<file path="config.mk">
export PLATFORM = sky130hd
export DESIGN_NAME = matrix_norm_unit
export DESIGN_NICKNAME = d
export VERILOG_FILES = /design/src/hdl/nrm_pkg.sv /design/src/hdl/nrm_colsum.sv /design/src/hdl/nrm_sqrt.sv /design/src/hdl/matrix_norm_unit.sv
export SDC_FILE = /design/constraint.sdc
export NUM_CORES = 2
export LEC_CHECK = 0
export BUFFER_PORTS_ARGS = -buffer_cell sky130_fd_sc_hd__buf_4
export CAP_MARGIN = 30
export CORE_ASPECT_RATIO = 0.8
export CORE_MARGIN = 8
export CORE_UTILIZATION = 60
export CTS_BUF_LIST = sky130_fd_sc_hd__clkbuf_4
export DETAILED_ROUTE_END_ITERATION = 10
export PLACE_DENSITY = 0.83
export SLEW_MARGIN = 20
export SYNTH_ARGS = -nofsm -noshare
export SYNTH_HDL_FRONTEND = slang
export SYNTH_SLANG_ARGS = --single-unit
</file>
<file path="constraint.sdc">
create_clock -name clk -period 17.35 [get_ports clk]
set_input_delay 0.8675 -clock clk [delete_from_list [all_inputs] [get_ports clk]]
set_output_delay 0.8675 -clock clk [all_outputs]
set_load 0.05 [all_outputs]
</file>
<file path="src/hdl/nrm_pkg.sv">
`default_nettype none

package nrm_pkg;

	localparam int MAX_ROWS = 64;
	localparam int MAX_COLS = 64;

	localparam int ELEM_W = 16;
	localparam int MAG_W  = 16;
	localparam int SUM_W  = 22;
	localparam int SQ_W   = 43;
	localparam int ROOT_W = 22;
	localparam int PROD_W = 2 * MAG_W;

	localparam int COL_AW = (MAX_COLS > 1) ? $clog2(MAX_COLS) : 1;
	localparam int ROW_AW = (MAX_ROWS > 1) ? $clog2(MAX_ROWS) : 1;
	localparam int CNT_W  = 7;

	localparam int MODE_W = 2;
	localparam int ADDR_W = 4;
	localparam int DATA_W = 32;
	localparam int RIDX_W = ADDR_W - 2;

	typedef enum logic [MODE_W-1:0] {
		MODE_ONE = 2'd0,
		MODE_INF = 2'd1,
		MODE_FRO = 2'd2
	} norm_mode_t;

	typedef enum logic [RIDX_W-1:0] {
		REG_NORM_MODE = 2'd0,
		REG_ROW_COUNT = 2'd1,
		REG_COL_COUNT = 2'd2
	} reg_idx_t;

	typedef struct packed {
		logic              rd_en;
		logic [COL_AW-1:0] rd_addr;
		logic              upd_en;
		logic [MAG_W-1:0]  mag;
		logic              clear;
	} colsum_ctl_t;

	function automatic logic [CNT_W-1:0] clamp_count(
		input logic [CNT_W-1:0] v,
		input logic [CNT_W-1:0] maxv
	);
		logic [CNT_W-1:0] r;
		if (v == '0) begin
			r = CNT_W'(1);
		end else if (v > maxv) begin
			r = maxv;
		end else begin
			r = v;
		end
		return r;
	endfunction

endpackage

`default_nettype wire

</file>
<file path="src/hdl/nrm_colsum.sv">
`default_nettype none

module nrm_colsum (
	input  wire logic                     clk,
	input  wire logic                     arst_n,
	input  wire nrm_pkg::colsum_ctl_t     ctl,
	output logic [nrm_pkg::SUM_W-1:0]     colmax_nx
);

	logic [nrm_pkg::SUM_W-1:0]  mem [nrm_pkg::MAX_COLS];
	logic [nrm_pkg::SUM_W-1:0]  rdata_s1;
	logic [nrm_pkg::COL_AW-1:0] addr_s1;
	logic [nrm_pkg::MAX_COLS-1:0] vld_q;
	logic                       wr_q;
	logic [nrm_pkg::COL_AW-1:0] wr_addr_q;
	logic [nrm_pkg::SUM_W-1:0]  wr_data_q;
	logic [nrm_pkg::SUM_W-1:0]  colmax_q;
	logic [nrm_pkg::SUM_W-1:0]  base;
	logic [nrm_pkg::SUM_W-1:0]  sum_new;

	always_comb begin
		if (wr_q && (wr_addr_q == addr_s1)) begin
			base = wr_data_q;
		end else if (vld_q[addr_s1]) begin
			base = rdata_s1;
		end else begin
			base = '0;
		end
		sum_new   = base + nrm_pkg::SUM_W'(ctl.mag);
		colmax_nx = (sum_new > colmax_q) ? sum_new : colmax_q;
	end

	always_ff @(posedge clk) begin
		if (ctl.upd_en) begin
			mem[addr_s1] <= sum_new;
		end
		if (ctl.rd_en) begin
			rdata_s1 <= mem[ctl.rd_addr];
			addr_s1  <= ctl.rd_addr;
		end
		wr_addr_q <= addr_s1;
		wr_data_q <= sum_new;
	end

	always_ff @(posedge clk or negedge arst_n) begin
		if (!arst_n) begin
			vld_q    <= '0;
			wr_q     <= 1'b0;
			colmax_q <= '0;
		end else if (ctl.clear) begin
			vld_q    <= '0;
			wr_q     <= 1'b0;
			colmax_q <= '0;
		end else begin
			wr_q <= ctl.upd_en;
			if (ctl.upd_en) begin
				vld_q[addr_s1] <= 1'b1;
				colmax_q       <= colmax_nx;
			end
		end
	end

endmodule

`default_nettype wire

</file>
<file path="src/hdl/nrm_sqrt.sv">
`default_nettype none

module nrm_sqrt (
	input  wire logic                     clk,
	input  wire logic                     arst_n,
	input  wire logic                     go,
	input  wire logic [nrm_pkg::SQ_W-1:0] radicand,
	output logic                          busy,
	output logic                          done,
	output logic [nrm_pkg::ROOT_W-1:0]    root
);

	localparam int RAD_W = 2 * nrm_pkg::ROOT_W;
	localparam int REM_W = nrm_pkg::ROOT_W + 2;
	localparam int ITW   = $clog2(nrm_pkg::ROOT_W);

	logic [RAD_W-1:0]          rad_q;
	logic [REM_W-1:0]          rem_q;
	logic [nrm_pkg::ROOT_W-1:0] root_q;
	logic [ITW-1:0]            cnt_q;
	logic                      run_q;
	logic                      done_q;
	logic [REM_W-1:0]          rem_sh;
	logic [REM_W-1:0]          trial;
	logic                      ge;

	always_comb begin
		rem_sh = {rem_q[REM_W-3:0], rad_q[RAD_W-1 -: 2]};
		trial  = {root_q, 2'b01};
		ge     = (rem_sh >= trial);
	end

	always_ff @(posedge clk) begin
		if (go) begin
			rad_q  <= RAD_W'(radicand);
			rem_q  <= '0;
			root_q <= '0;
		end else if (run_q) begin
			rad_q  <= {rad_q[RAD_W-3:0], 2'b00};
			rem_q  <= ge ? (rem_sh - trial) : rem_sh;
			root_q <= {root_q[nrm_pkg::ROOT_W-2:0], ge};
		end
	end

	always_ff @(posedge clk or negedge arst_n) begin
		if (!arst_n) begin
			run_q  <= 1'b0;
			done_q <= 1'b0;
			cnt_q  <= '0;
		end else begin
			done_q <= 1'b0;
			if (go) begin
				run_q <= 1'b1;
				cnt_q <= ITW'(nrm_pkg::ROOT_W - 1);
			end else if (run_q) begin
				if (cnt_q == '0) begin
					run_q  <= 1'b0;
					done_q <= 1'b1;
				end else begin
					cnt_q <= cnt_q - 1'b1;
				end
			end
		end
	end

	assign busy = run_q;
	assign done = done_q;
	assign root = root_q;

endmodule

`default_nettype wire

</file>
<file path="src/hdl/matrix_norm_unit.sv">
// Streaming matrix norm engine. Elements of a row_count x col_count matrix enter in row-major
// order, one signed Q8.8 element per transfer (start high while busy is low), one per clock
// within a matrix. Column sums live in a registered-read column memory that is updated by
// read-modify-write, with forwarding when one column is hit on consecutive clocks. After the
// last element busy stays high: for the 1-norm and infinity norm the result is registered
// from the element stage and strobes on done; for the Frobenius norm the square-root unit
// resolves one root bit per clock and done strobes after all 22 root bits. done is a
// single-cycle strobe with norm_value valid in that cycle; the receiver cannot stall it.
// Any write to a defined register abandons the matrix in progress; write only while idle.
`default_nettype none

module matrix_norm_unit (
	input  wire logic                              clk,
	input  wire logic                              arst_n,
	input  wire logic                              start,
	input  wire logic signed [nrm_pkg::ELEM_W-1:0] element,
	output logic                                   busy,
	output logic                                   done,
	output logic [nrm_pkg::SUM_W-1:0]              norm_value,
	input  wire logic                              psel,
	input  wire logic                              penable,
	input  wire logic                              pwrite,
	input  wire logic [nrm_pkg::ADDR_W-1:0]        paddr,
	input  wire logic [nrm_pkg::DATA_W-1:0]        pwdata,
	output logic [nrm_pkg::DATA_W-1:0]             prdata,
	output logic                                   pready
);

	logic [nrm_pkg::MODE_W-1:0] norm_mode_q;
	logic [nrm_pkg::CNT_W-1:0]  row_count_q;
	logic [nrm_pkg::CNT_W-1:0]  col_count_q;
	logic [nrm_pkg::RIDX_W-1:0] reg_sel;
	logic                       cfg_wr;
	logic                       cfg_hit;
	logic                       cfg_clr;
	logic [nrm_pkg::DATA_W-1:0] rd_val;

	logic                       accept;
	logic [nrm_pkg::COL_AW-1:0] col_q;
	logic [nrm_pkg::ROW_AW-1:0] row_q;
	logic [nrm_pkg::CNT_W-1:0]  rows_eff;
	logic [nrm_pkg::CNT_W-1:0]  cols_eff;
	logic                       last_col;
	logic                       last_row;
	logic [nrm_pkg::MAG_W-1:0]  mag;

	logic                       vld_s1;
	logic [nrm_pkg::MAG_W-1:0]  mag_s1;
	logic                       last_col_s1;
	logic                       last_row_s1;

	logic [nrm_pkg::SUM_W-1:0]  row_sum_q;
	logic [nrm_pkg::SUM_W-1:0]  best_q;
	logic [nrm_pkg::SQ_W-1:0]   sq_q;
	logic [nrm_pkg::SUM_W-1:0]  row_new;
	logic [nrm_pkg::SUM_W-1:0]  best_nx;
	logic [nrm_pkg::PROD_W-1:0] sq_prod;
	logic [nrm_pkg::SQ_W-1:0]   sq_new;
	logic                       fin;
	logic                       clr;
	logic                       fro;

	logic [nrm_pkg::SUM_W-1:0]  colmax_nx;
	logic [nrm_pkg::SUM_W-1:0]  fast_val;
	logic [nrm_pkg::SUM_W-1:0]  res_q;
	logic                       done_fast_q;
	logic                       sq_busy;
	logic                       sq_done;
	logic [nrm_pkg::ROOT_W-1:0] sq_root;

	nrm_pkg::colsum_ctl_t       cs_ctl;

	assign pready  = 1'b1;
	assign reg_sel = paddr[nrm_pkg::ADDR_W-1:2];
	assign cfg_wr  = psel & penable & pwrite & pready;
	assign cfg_clr = cfg_wr & cfg_hit;

	always_comb begin
		cfg_hit = 1'b0;
		rd_val  = '0;
		unique case (reg_sel)
			nrm_pkg::REG_NORM_MODE: begin
				cfg_hit = 1'b1;
				rd_val  = nrm_pkg::DATA_W'(norm_mode_q);
			end
			nrm_pkg::REG_ROW_COUNT: begin
				cfg_hit = 1'b1;
				rd_val  = nrm_pkg::DATA_W'(row_count_q);
			end
			nrm_pkg::REG_COL_COUNT: begin
				cfg_hit = 1'b1;
				rd_val  = nrm_pkg::DATA_W'(col_count_q);
			end
			default: begin
				cfg_hit = 1'b0;
			end
		endcase
	end

	assign prdata = rd_val;

	always_ff @(posedge clk or negedge arst_n) begin
		if (!arst_n) begin
			norm_mode_q <= nrm_pkg::MODE_W'(nrm_pkg::MODE_ONE);
			row_count_q <= nrm_pkg::CNT_W'(4);
			col_count_q <= nrm_pkg::CNT_W'(4);
		end else if (cfg_wr) begin
			unique case (reg_sel)
				nrm_pkg::REG_NORM_MODE: norm_mode_q <= pwdata[nrm_pkg::MODE_W-1:0];
				nrm_pkg::REG_ROW_COUNT: row_count_q <= pwdata[nrm_pkg::CNT_W-1:0];
				nrm_pkg::REG_COL_COUNT: col_count_q <= pwdata[nrm_pkg::CNT_W-1:0];
				default: ;
			endcase
		end
	end

	always_comb begin
		rows_eff = nrm_pkg::clamp_count(row_count_q, nrm_pkg::CNT_W'(nrm_pkg::MAX_ROWS));
		cols_eff = nrm_pkg::clamp_count(col_count_q, nrm_pkg::CNT_W'(nrm_pkg::MAX_COLS));
		last_col = ((nrm_pkg::CNT_W'(col_q) + 1'b1) >= cols_eff);
		last_row = ((nrm_pkg::CNT_W'(row_q) + 1'b1) >= rows_eff);
		mag      = element[nrm_pkg::ELEM_W-1] ? nrm_pkg::MAG_W'(-element)
		                                      : nrm_pkg::MAG_W'(element);
	end

	assign accept = start & ~busy;

	always_ff @(posedge clk or negedge arst_n) begin
		if (!arst_n) begin
			col_q  <= '0;
			row_q  <= '0;
			vld_s1 <= 1'b0;
		end else begin
			vld_s1 <= accept;
			if (cfg_clr) begin
				col_q <= '0;
				row_q <= '0;
			end else if (accept) begin
				if (last_col) begin
					col_q <= '0;
					row_q <= last_row ? '0 : row_q + 1'b1;
				end else begin
					col_q <= col_q + 1'b1;
				end
			end
		end
	end

	always_ff @(posedge clk) begin
		if (accept) begin
			mag_s1      <= mag;
			last_col_s1 <= last_col;
			last_row_s1 <= last_row;
		end
	end

	always_comb begin
		sq_prod = nrm_pkg::PROD_W'(mag_s1) * nrm_pkg::PROD_W'(mag_s1);
		sq_new  = sq_q + nrm_pkg::SQ_W'(sq_prod);
		row_new = row_sum_q + nrm_pkg::SUM_W'(mag_s1);
		best_nx = (row_new > best_q) ? row_new : best_q;
		fin     = vld_s1 & last_col_s1 & last_row_s1;
		clr     = cfg_clr | fin;
		fro     = (norm_mode_q == nrm_pkg::MODE_FRO);
		case (norm_mode_q)
			nrm_pkg::MODE_ONE: fast_val = colmax_nx;
			nrm_pkg::MODE_INF: fast_val = best_nx;
			default:           fast_val = '0;
		endcase
	end

	always_ff @(posedge clk or negedge arst_n) begin
		if (!arst_n) begin
			row_sum_q <= '0;
			best_q    <= '0;
			sq_q      <= '0;
		end else if (clr) begin
			row_sum_q <= '0;
			best_q    <= '0;
			sq_q      <= '0;
		end else if (vld_s1) begin
			sq_q <= sq_new;
			if (last_col_s1) begin
				row_sum_q <= '0;
				best_q    <= best_nx;
			end else begin
				row_sum_q <= row_new;
			end
		end
	end

	always_ff @(posedge clk or negedge arst_n) begin
		if (!arst_n) begin
			done_fast_q <= 1'b0;
		end else begin
			done_fast_q <= fin & ~fro;
		end
	end

	always_ff @(posedge clk) begin
		if (fin) begin
			res_q <= fast_val;
		end
	end

	always_comb begin
		cs_ctl.rd_en   = accept;
		cs_ctl.rd_addr = col_q;
		cs_ctl.upd_en  = vld_s1;
		cs_ctl.mag     = mag_s1;
		cs_ctl.clear   = clr;
	end

	nrm_colsum u_colsum (
		.clk       (clk),
		.arst_n    (arst_n),
		.ctl       (cs_ctl),
		.colmax_nx (colmax_nx)
	);

	nrm_sqrt u_sqrt (
		.clk      (clk),
		.arst_n   (arst_n),
		.go       (fin & fro),
		.radicand (sq_new),
		.busy     (sq_busy),
		.done     (sq_done),
		.root     (sq_root)
	);

	assign busy       = fin | sq_busy;
	assign done       = done_fast_q | sq_done;
	assign norm_value = sq_done ? nrm_pkg::SUM_W'(sq_root) : res_q;

	a_done_idle: assert property (@(posedge clk) disable iff (!arst_n)
		done |-> !busy)
		else $error("result strobe while busy");

	a_done_pulse: assert property (@(posedge clk) disable iff (!arst_n)
		done |=> !done)
		else $error("result strobe held for more than one cycle");

	a_fast_result: assert property (@(posedge clk) disable iff (!arst_n)
		(fin && !fro) |=> (done && !sq_busy))
		else $error("missing result after last element");

	a_root_start: assert property (@(posedge clk) disable iff (!arst_n)
		(fin && fro) |=> (sq_busy && !done))
		else $error("square root not started after last element");

endmodule

`default_nettype wire

</file>
# Word-level counts from Yosys, hierarchy flattened

Memory sizes are Yosys's and may differ from the RTL's. A register that Yosys moved wholly into a read port is not among the register bits.
Index checks and enable logic that the tools add are counted.

Memory bits (read-only): 0
Memory bits (writable): 1408
Word-level logic and storage cells: 139
Input bits: 58
Flip-flop bits (word level): 373
Latch bits: 0
Output and inout bits: 57
Memories: 1

Equality and inequality tests: 6
Muxes and demuxes: 51
Bitwise gates (word level): 14
Add/sub/neg operators: 10
Order comparisons: 9
Reduce and logical (&&, ||, !) cells: 19
Shift-type cells: 0
Div/mod/pow operators: 0
$mul: 1

Memory list:

| name         | words | width | rd ports | clocked after Yosys merged registers in | wr ports | RTL line         | text |
|---|---|---|---|---|---|---|---|
| u_colsum.mem | 64    | 22    | 1        | 1                                       | 1        | nrm_colsum.sv:10 | `logic [nrm_pkg::SUM_W-1:0] mem [nrm_pkg::MAX_COLS];` |

Operator list:

| cell                                                 | number |
|---|---|
| two-way mux 22 bit                                   | 14 |
| two-way mux 43 bit                                   | 4 |
| two-way mux 64 bit                                   | 2 |
| OR 64 bit                                            | 1 |
| adder 22 x 16 -> 22 bit                              | 2 |
| greater-than comparator 22 bit                       | 2 |
| case mux 22 bit (2 select lines)                     | 1 |
| adder 43 x 32 -> 43 bit                              | 1 |
| two-way mux 6 bit                                    | 7 |
| multiplier 16 x 16 -> 32 bit                         | 1 |
| two-way mux 7 bit                                    | 4 |
| greater-or-equal comparator 24 bit                   | 1 |
| subtractor 22 bit                                    | 1 |
| case mux 7 bit (3 select lines)                      | 1 |
| negation 16 bit                                      | 1 |
| two-way mux 15 bit                                   | 1 |
| two-way mux 5 bit                                    | 3 |
| adder 6 x 1 -> 7 bit, second input constant          | 2 |
| greater-or-equal comparator 7 bit                    | 2 |
| greater-than comparator 7 bit, second input constant | 2 |
| logical NOT 7 bit                                    | 2 |
| adder 6 x 1 -> 6 bit, second input constant          | 2 |
| two-way mux 1 bit                                    | 12 |
| AND reduction 2 bit                                  | 6 |
| other kinds (17)                                     | 35 |

# Logic depth before layout (Yosys ltp)

Depth after elaboration: 9
Depth in mapped cells: 33
Mapped depth without buffers: 26

# Cells and area by module

Synthesis repeated with hierarchy kept, for this count alone.

Cells, all modules: 5176
Area total of the unflattened synthesis: 83592.7 um^2

By module, submodules not included:

| module           | cells an instance | times used | seq. area each (um^2) | area an instance (um^2) |
|---|---|---|---|---|
| nrm_colsum       | 2767              | 1          | 45859.0               | 60589.4 |
| matrix_norm_unit | 1926              | 1          | 4131.5                | 17934.7 |
| nrm_sqrt         | 483               | 1          | 2367.3                | 5068.6 |

# Least setup slack after synthesis

No wires, ideal clock.

Kind: register to register
Start point: register u_colsum.addr_s1[1] (netlist name)
End point: register res_q[15] (netlist name), data pin
Data required time: 17.087 ns
Path slack: 9.264 ns
Path buffers: 5
Setup time: 0.263 ns
Stages on the path, launching flop included: 28
Arrival time: 7.823 ns
Period minus slack after synthesis: 8.086 ns
Cell sequence: edfxtp_1 buf_6 buf_6 xnor2_2 nand3_2 or4b_2 buf_2 nand2_1 o21ai_0 ha_1 fa_1 a211oi_1 o21bai_1 a31oi_1 o221ai_1 a21oi_1 o21ai_1 and3_1 o2bb2ai_1 ha_1 nand4_1 nor2_1 o31a_1 o21ai_1 clkbuf_1 buf_2 mux2i_1 a21oi_1

Cells in the longest elaborated chain, start to end: 8
Elaborated cells on any way between the ends: 10
Classes of those cells: 1 x add/sub; 1 x order compare; 1 x eq/ne; 6 x mux; 1 x reduce/logical

Ends and longest elaborated chain:

| item                                    | RTL line                | text |
|---|---|---|
| from (decl)                             | nrm_colsum.sv:12        | `logic [nrm_pkg::COL_AW-1:0] addr_s1;` |
| from (signal assigned)                  | nrm_colsum.sv:39        | `addr_s1 <= ctl.rd_addr;` |
| binary-select mux 1 bit (select 6 bit)  | nrm_colsum.sv:24        | `end else if (vld_q[addr_s1]) begin` |
| two-way mux 1 bit (implied by the code) | nrm_colsum.sv:24        |  |
| two-way mux 22 bit                      | nrm_colsum.sv:24        |  |
| two-way mux 22 bit *                    | nrm_colsum.sv:22        | `if (wr_q && (wr_addr_q == addr_s1)) begin` |
| adder 22 x 16 -> 22 bit *               | nrm_colsum.sv:29        | `sum_new = base + nrm_pkg::SUM_W'(ctl.mag);` |
| net u_colsum.sum_new (one bit)          | nrm_colsum.sv:19        | `logic [nrm_pkg::SUM_W-1:0] sum_new;` |
| greater-than comparator 22 bit *        | nrm_colsum.sv:30        | `colmax_nx = (sum_new > colmax_q) ? sum_new : colmax_q;` |
| two-way mux 22 bit *                    | nrm_colsum.sv:30        |  |
| case mux 22 bit (2 select lines) *      | matrix_norm_unit.sv:165 | `case (norm_mode_q)` |
| net fast_val (one bit)                  | matrix_norm_unit.sv:64  | `logic [nrm_pkg::SUM_W-1:0] fast_val;` |
| to (signal assigned)                    | matrix_norm_unit.sv:202 | `res_q <= fast_val;` |
| to (decl)                               | matrix_norm_unit.sv:65  | `logic [nrm_pkg::SUM_W-1:0] res_q;` |

Mark *: on every way through the listed nets, which the timed path passes. The rest lies on a longest branch. The select of a mux whose other input is x is not followed.
A chain may end at the register's enable or synchronous reset.

# Worst setup path after layout

Start point: register u_colsum.addr_s1[1] (netlist name)
End point: register u_colsum.colmax_q[4] (netlist name)

Cells in the longest elaborated chain, start to end: 9
Elaborated cells on any way between the ends: 11
Classes of those cells: 1 x add/sub; 1 x order compare; 1 x eq/ne; 7 x mux; 1 x reduce/logical

Ends and longest elaborated chain:

| item                                    | RTL line         | text |
|---|---|---|
| binary-select mux 1 bit (select 6 bit)  | nrm_colsum.sv:24 |  |
| two-way mux 1 bit (implied by the code) | nrm_colsum.sv:24 |  |
| two-way mux 22 bit                      | nrm_colsum.sv:24 |  |
| two-way mux 22 bit *                    | nrm_colsum.sv:22 |  |
| adder 22 x 16 -> 22 bit *               | nrm_colsum.sv:29 |  |
| net u_colsum.sum_new (one bit)          | nrm_colsum.sv:19 |  |
| greater-than comparator 22 bit *        | nrm_colsum.sv:30 |  |
| two-way mux 22 bit *                    | nrm_colsum.sv:30 |  |
| two-way mux 22 bit *                    | nrm_colsum.sv:56 | `if (ctl.upd_en) begin` |
| two-way mux 22 bit *                    | nrm_colsum.sv:50 | `end else if (ctl.clear) begin` |
| to (signal assigned)                    | nrm_colsum.sv:58 | `colmax_q <= colmax_nx;` |
| to (decl)                               | nrm_colsum.sv:17 | `logic [nrm_pkg::SUM_W-1:0] colmax_q;` |

Marks and branches as above.

==> summary by stage <==
Run status
The run finished with clean final reports.

CTS
The clock passes through at most 4 buffers. The tree is rooted in a clkbuf_4. The H-tree was split into 5 levels.

Buffers inserted during clock tree synthesis total 428. Buffers added to address setup during post-CTS repair amount to 0. The clock input transition at the sequential cells of the worst setup and hold paths is 0.07 ns.

After clock tree synthesis, the flow added hold-fix buffers numbering 32. The total number of clock tree sinks is 1803. The number of gates resized after cts is 0. The clock tree from TritonCTS is yes. The clock latency of the later-clocked register in the worst-skew pair is 1.36 ns.

Timing
The number of failing hold endpoints at the final stage is 0. The setup-violating endpoint count in the final report is 0. The relative slew slack is 29.0%. The achievable frequency is 0.120 GHz. The time the final worst path needs with I/O delays and setup is 8.34 ns. At the pin with the least slew margin, the transition time is 1.06 ns. Setup repair after global routing left no endpoint under its margin. Adding up every negative setup slack in the final design gives 0 ns. The final clock period utilization by the worst path is 48.1%. The max-slew violation count is 0. The largest clock skew in the final design is 0.167 ns.

Route
The wire length after detailed routing is 209000 µm. The violation count after the first detailed-routing iteration is 6121. In the routed layout, each cell is associated on average with a via count of 6.26. The first-pass iteration count of the detailed router is 6. The post-route antenna net violation count is 0. The count of unresolved DRC violations after routing is 0. The total via count in the routed design is 52600. The average detailed-routed wire length per instance is 24.8 µm.

Run
The max-cap violation count is 0.

Synth
By area, the combinational part of the netlist is dominated by multiplexers. Sequential elements use 62.5% of the synthesized area. The number of synthesized flops with an enable pin is 1519. The count of yosys warnings during synthesis is 0. Measured against the total synthesized area, the mux share comes to 11.7%.

The total of flip-flops plus latches after synthesis is 1803. The compound-cell area share of the yosys netlist is 7.51%. The synthesized netlist devotes 5.35% of its cell area to simple gates. The area share of xor/xnor cells in the synthesized design is 1.37%. A synthesized cell averages 14.4 µm². The post-synthesis async set-or-reset flop share is 11.7%. In this run the cell area of the synthesized design comes to 83800 µm².

The adder-cell area share of the yosys netlist is 8.04%. For this run, the leading register cell type out of synthesis is edfxtp_1. The cell count after synthesis came out at 5823. In this run, distinct cell masters in the synthesized netlist total 83.

Global route
The global routing stage identified its most utilized layer as met2. The number of antenna violations at the first check in global routing was 14. The overall routing resource usage is 27.1%. For this run, global-route usage on met2 was measured as 42.0%. The number of global-route vias before repair is 52900. The pin count of the biggest net entering global routing is 122.

The met1 usage in global routing is 36.6%. The overflow left after global routing is 0. The first global-routing pass estimated 313000 µm of wire.

The met3 track demand over resource in global routing is 7.12%.

Setup path
STA puts the critical path data required time at 18.47 ns. The slowest stage of the critical path belongs to the cell edfxtp_1. Among the stages of the critical path, the cell type that occurs most often is nor2_1. The setup slack on the worst flop-to-flop path is 9.01 ns. In this design, the largest share of critical-path delay is due to compound AO/OA/AOI/OAI gates. The worst setup path is captured at a register. The startpoint kind of the worst setup timing path is a register. The startpoint-to-endpoint class of the critical path is register to register. The biggest fanout along the worst timing path is 67. The worst path buffer plus inverter count is 3. The delay of the slowest cell on the worst path is 1.03 ns. The arrival time reported for the critical path endpoint is 9.47 ns.

Floorplanning
The die covers 152000 µm². The floorplan step defined a core boundary enclosing 138000 µm². The effective utilization at floorplan is 60.5%. The number of ports placed on the die boundary is 115. The number of standard-cell rows in the floorplan is 122. The die span in y is 350 µm. The horizontal die dimension is 434 µm.

Place
The placed wire-length estimate after detailed placement is 121000 µm. In this run the tool buffered the top-level ports with 61 buffer cells. The congestion estimate from routability-driven global placement came to 0.917.

Cells and area
The multi-input combinational cells in the finished layout cover a total of 29000 µm². The fraction of final layout cells with drive strength greater than 1 is 20.5%. From synthesis to final layout, the design area changed by 10.7%. The post-layout net count is 6691. Summing all flip-flop and latch instances after layout gives 52400 µm². The layout filler cell count is 9016.

Worst hold path
The min-delay analysis places its worst path in the category input port to async pin.
==> synth_stat cells (9+ instances only) <==
cell type / count / share of area [%]
clkbuf_1: 191 / 0.86
buf_4: 29 / 0.26
ha_1: 228 / 3.4
o211ai_1: 10 / 0.090
edfxtp_1: 1519 / 54
and2_1: 49 / 0.37
nor2_1: 343 / 1.5
inv_1: 451 / 2.0
o31ai_1: 10 / 0.090
o221ai_1: 93 / 0.97
mux2i_1: 356 / 4.3
nand3_1: 45 / 0.27
mux2_2: 134 / 1.8
nand4_1: 16 / 0.12
a31oi_1: 20 / 0.15
o21a_1: 19 / 0.17
fa_1: 194 / 4.6
a21o_1: 69 / 0.62
nor3_1: 31 / 0.19
a21oi_1: 312 / 1.9
nand3b_1: 9 / 0.081
o21ai_0: 212 / 1.3
buf_1: 55 / 0.25
dfrtp_1: 209 / 6.2
mux4_2: 209 / 5.6
nor2b_1: 30 / 0.22
buf_2: 17 / 0.10
a22o_1: 55 / 0.57
o21bai_1: 11 / 0.099
nand2b_1: 33 / 0.25
dfxtp_1: 73 / 1.7
xnor2_1: 95 / 0.99
nand2_1: 406 / 1.8
o22ai_1: 94 / 0.70
and3_1: 20 / 0.15
xor2_1: 32 / 0.33
a211oi_1: 35 / 0.31
or2_2: 9 / 0.067
==> state kept, by name (all words and copies together), names as in the netlist, 2 cells and up <==
| signal | flops |
|---|---|
| row_q | 6 |
| mag_s1 | 16 |
| u_sqrt.cnt_q | 5 |
| u_colsum.rdata_s1 | 22 |
| u_colsum.mem | 1408 |
| row_sum_q | 22 |
| u_colsum.wr_addr_q | 6 |
| u_colsum.wr_data_q | 22 |
| col_count_q | 7 |
| u_colsum.vld_q | 64 |
| u_colsum.addr_s1 | 6 |
| res_q | 22 |
| u_colsum.colmax_q | 22 |
| row_count_q | 7 |
| best_q | 22 |
| u_sqrt.rem_q | 22 |
| u_sqrt.root | 22 |
| norm_mode_q | 2 |
| sq_q | 43 |
| col_q | 6 |
| u_sqrt.rad_q | 44 |
==> layout by cell type (no fill, tap or decap), types with 209 or more instances in the layout <==
cell,n
nand2_1,404
edfxtp_1,1519
nor2_1,276
o21ai_0,212
inv_1,449
clkbuf_4,638
mux4_2,209
ha_1,227
a21oi_1,311
mux2i_1,356
==> per-layer routing <==
layer  wire [µm]  share of wire [%]
met1       79300                 38
met2       96900                 46
met3       24600                 12
met4        7990                3.8
met5          52              0.025
==> layout make-up <==
class | count | share of cell area, %
sequential | 1803 | 56.4
multi-input combinational | 3295 | 31.2
clock buffer | 638 | 5.16
tap | 1860 | 2.51
timing repair buffer | 231 | 2.18
inverter | 452 | 1.83
clock inverter | 119 | 0.607
antenna | 8 | 0.0216
==> cells by family after synthesis <==
family / after synthesis
multiplexers: 701
XOR/XNOR: 129
adder cells (fa/ha/maj): 422
AND/OR/NAND/NOR: 1021
buffers and inverters: 749
other: 2
flip-flops: 1803
AO/OA/AOI/OAI: 996
==> path summary, 6_finish.rpt <==
kind	cells after the start	from	to
max reg2reg	27	u_colsum.addr_s1[1]	u_colsum.colmax_q[4]
min reg2reg	2	u_sqrt.rad_q[41]	u_sqrt.rad_q[43]
min in group clk	4	pwrite	row_count_q[0]
max	27	u_colsum.addr_s1[1]	u_colsum.colmax_q[4]
max in group asynchronous	3	arst_n	u_colsum.vld_q[12]
min	2	arst_n	u_sqrt.cnt_q[0]
==> per-stage QoR <==
step,utilization [%],instance area [µm²],hold WS (ns),instances,setup slack (ns)
5_1_grt,67.0,92800,0.156,8405,8.50
2_1_floorplan,-,83900,0.346,5847,9.26
3_3_place_gp,62.7,86800,0.469,7593,9.22
6_report,67.0,92800,0.174,8406,9.01
4_1_cts,66.9,92600,0.0566,8387,8.93
3_5_place_dp,62.8,86900,0.482,7598,9.03
Power is not shown: default switching activity piles up to over one toggle a cycle in this logic, so the estimate is an artifact.
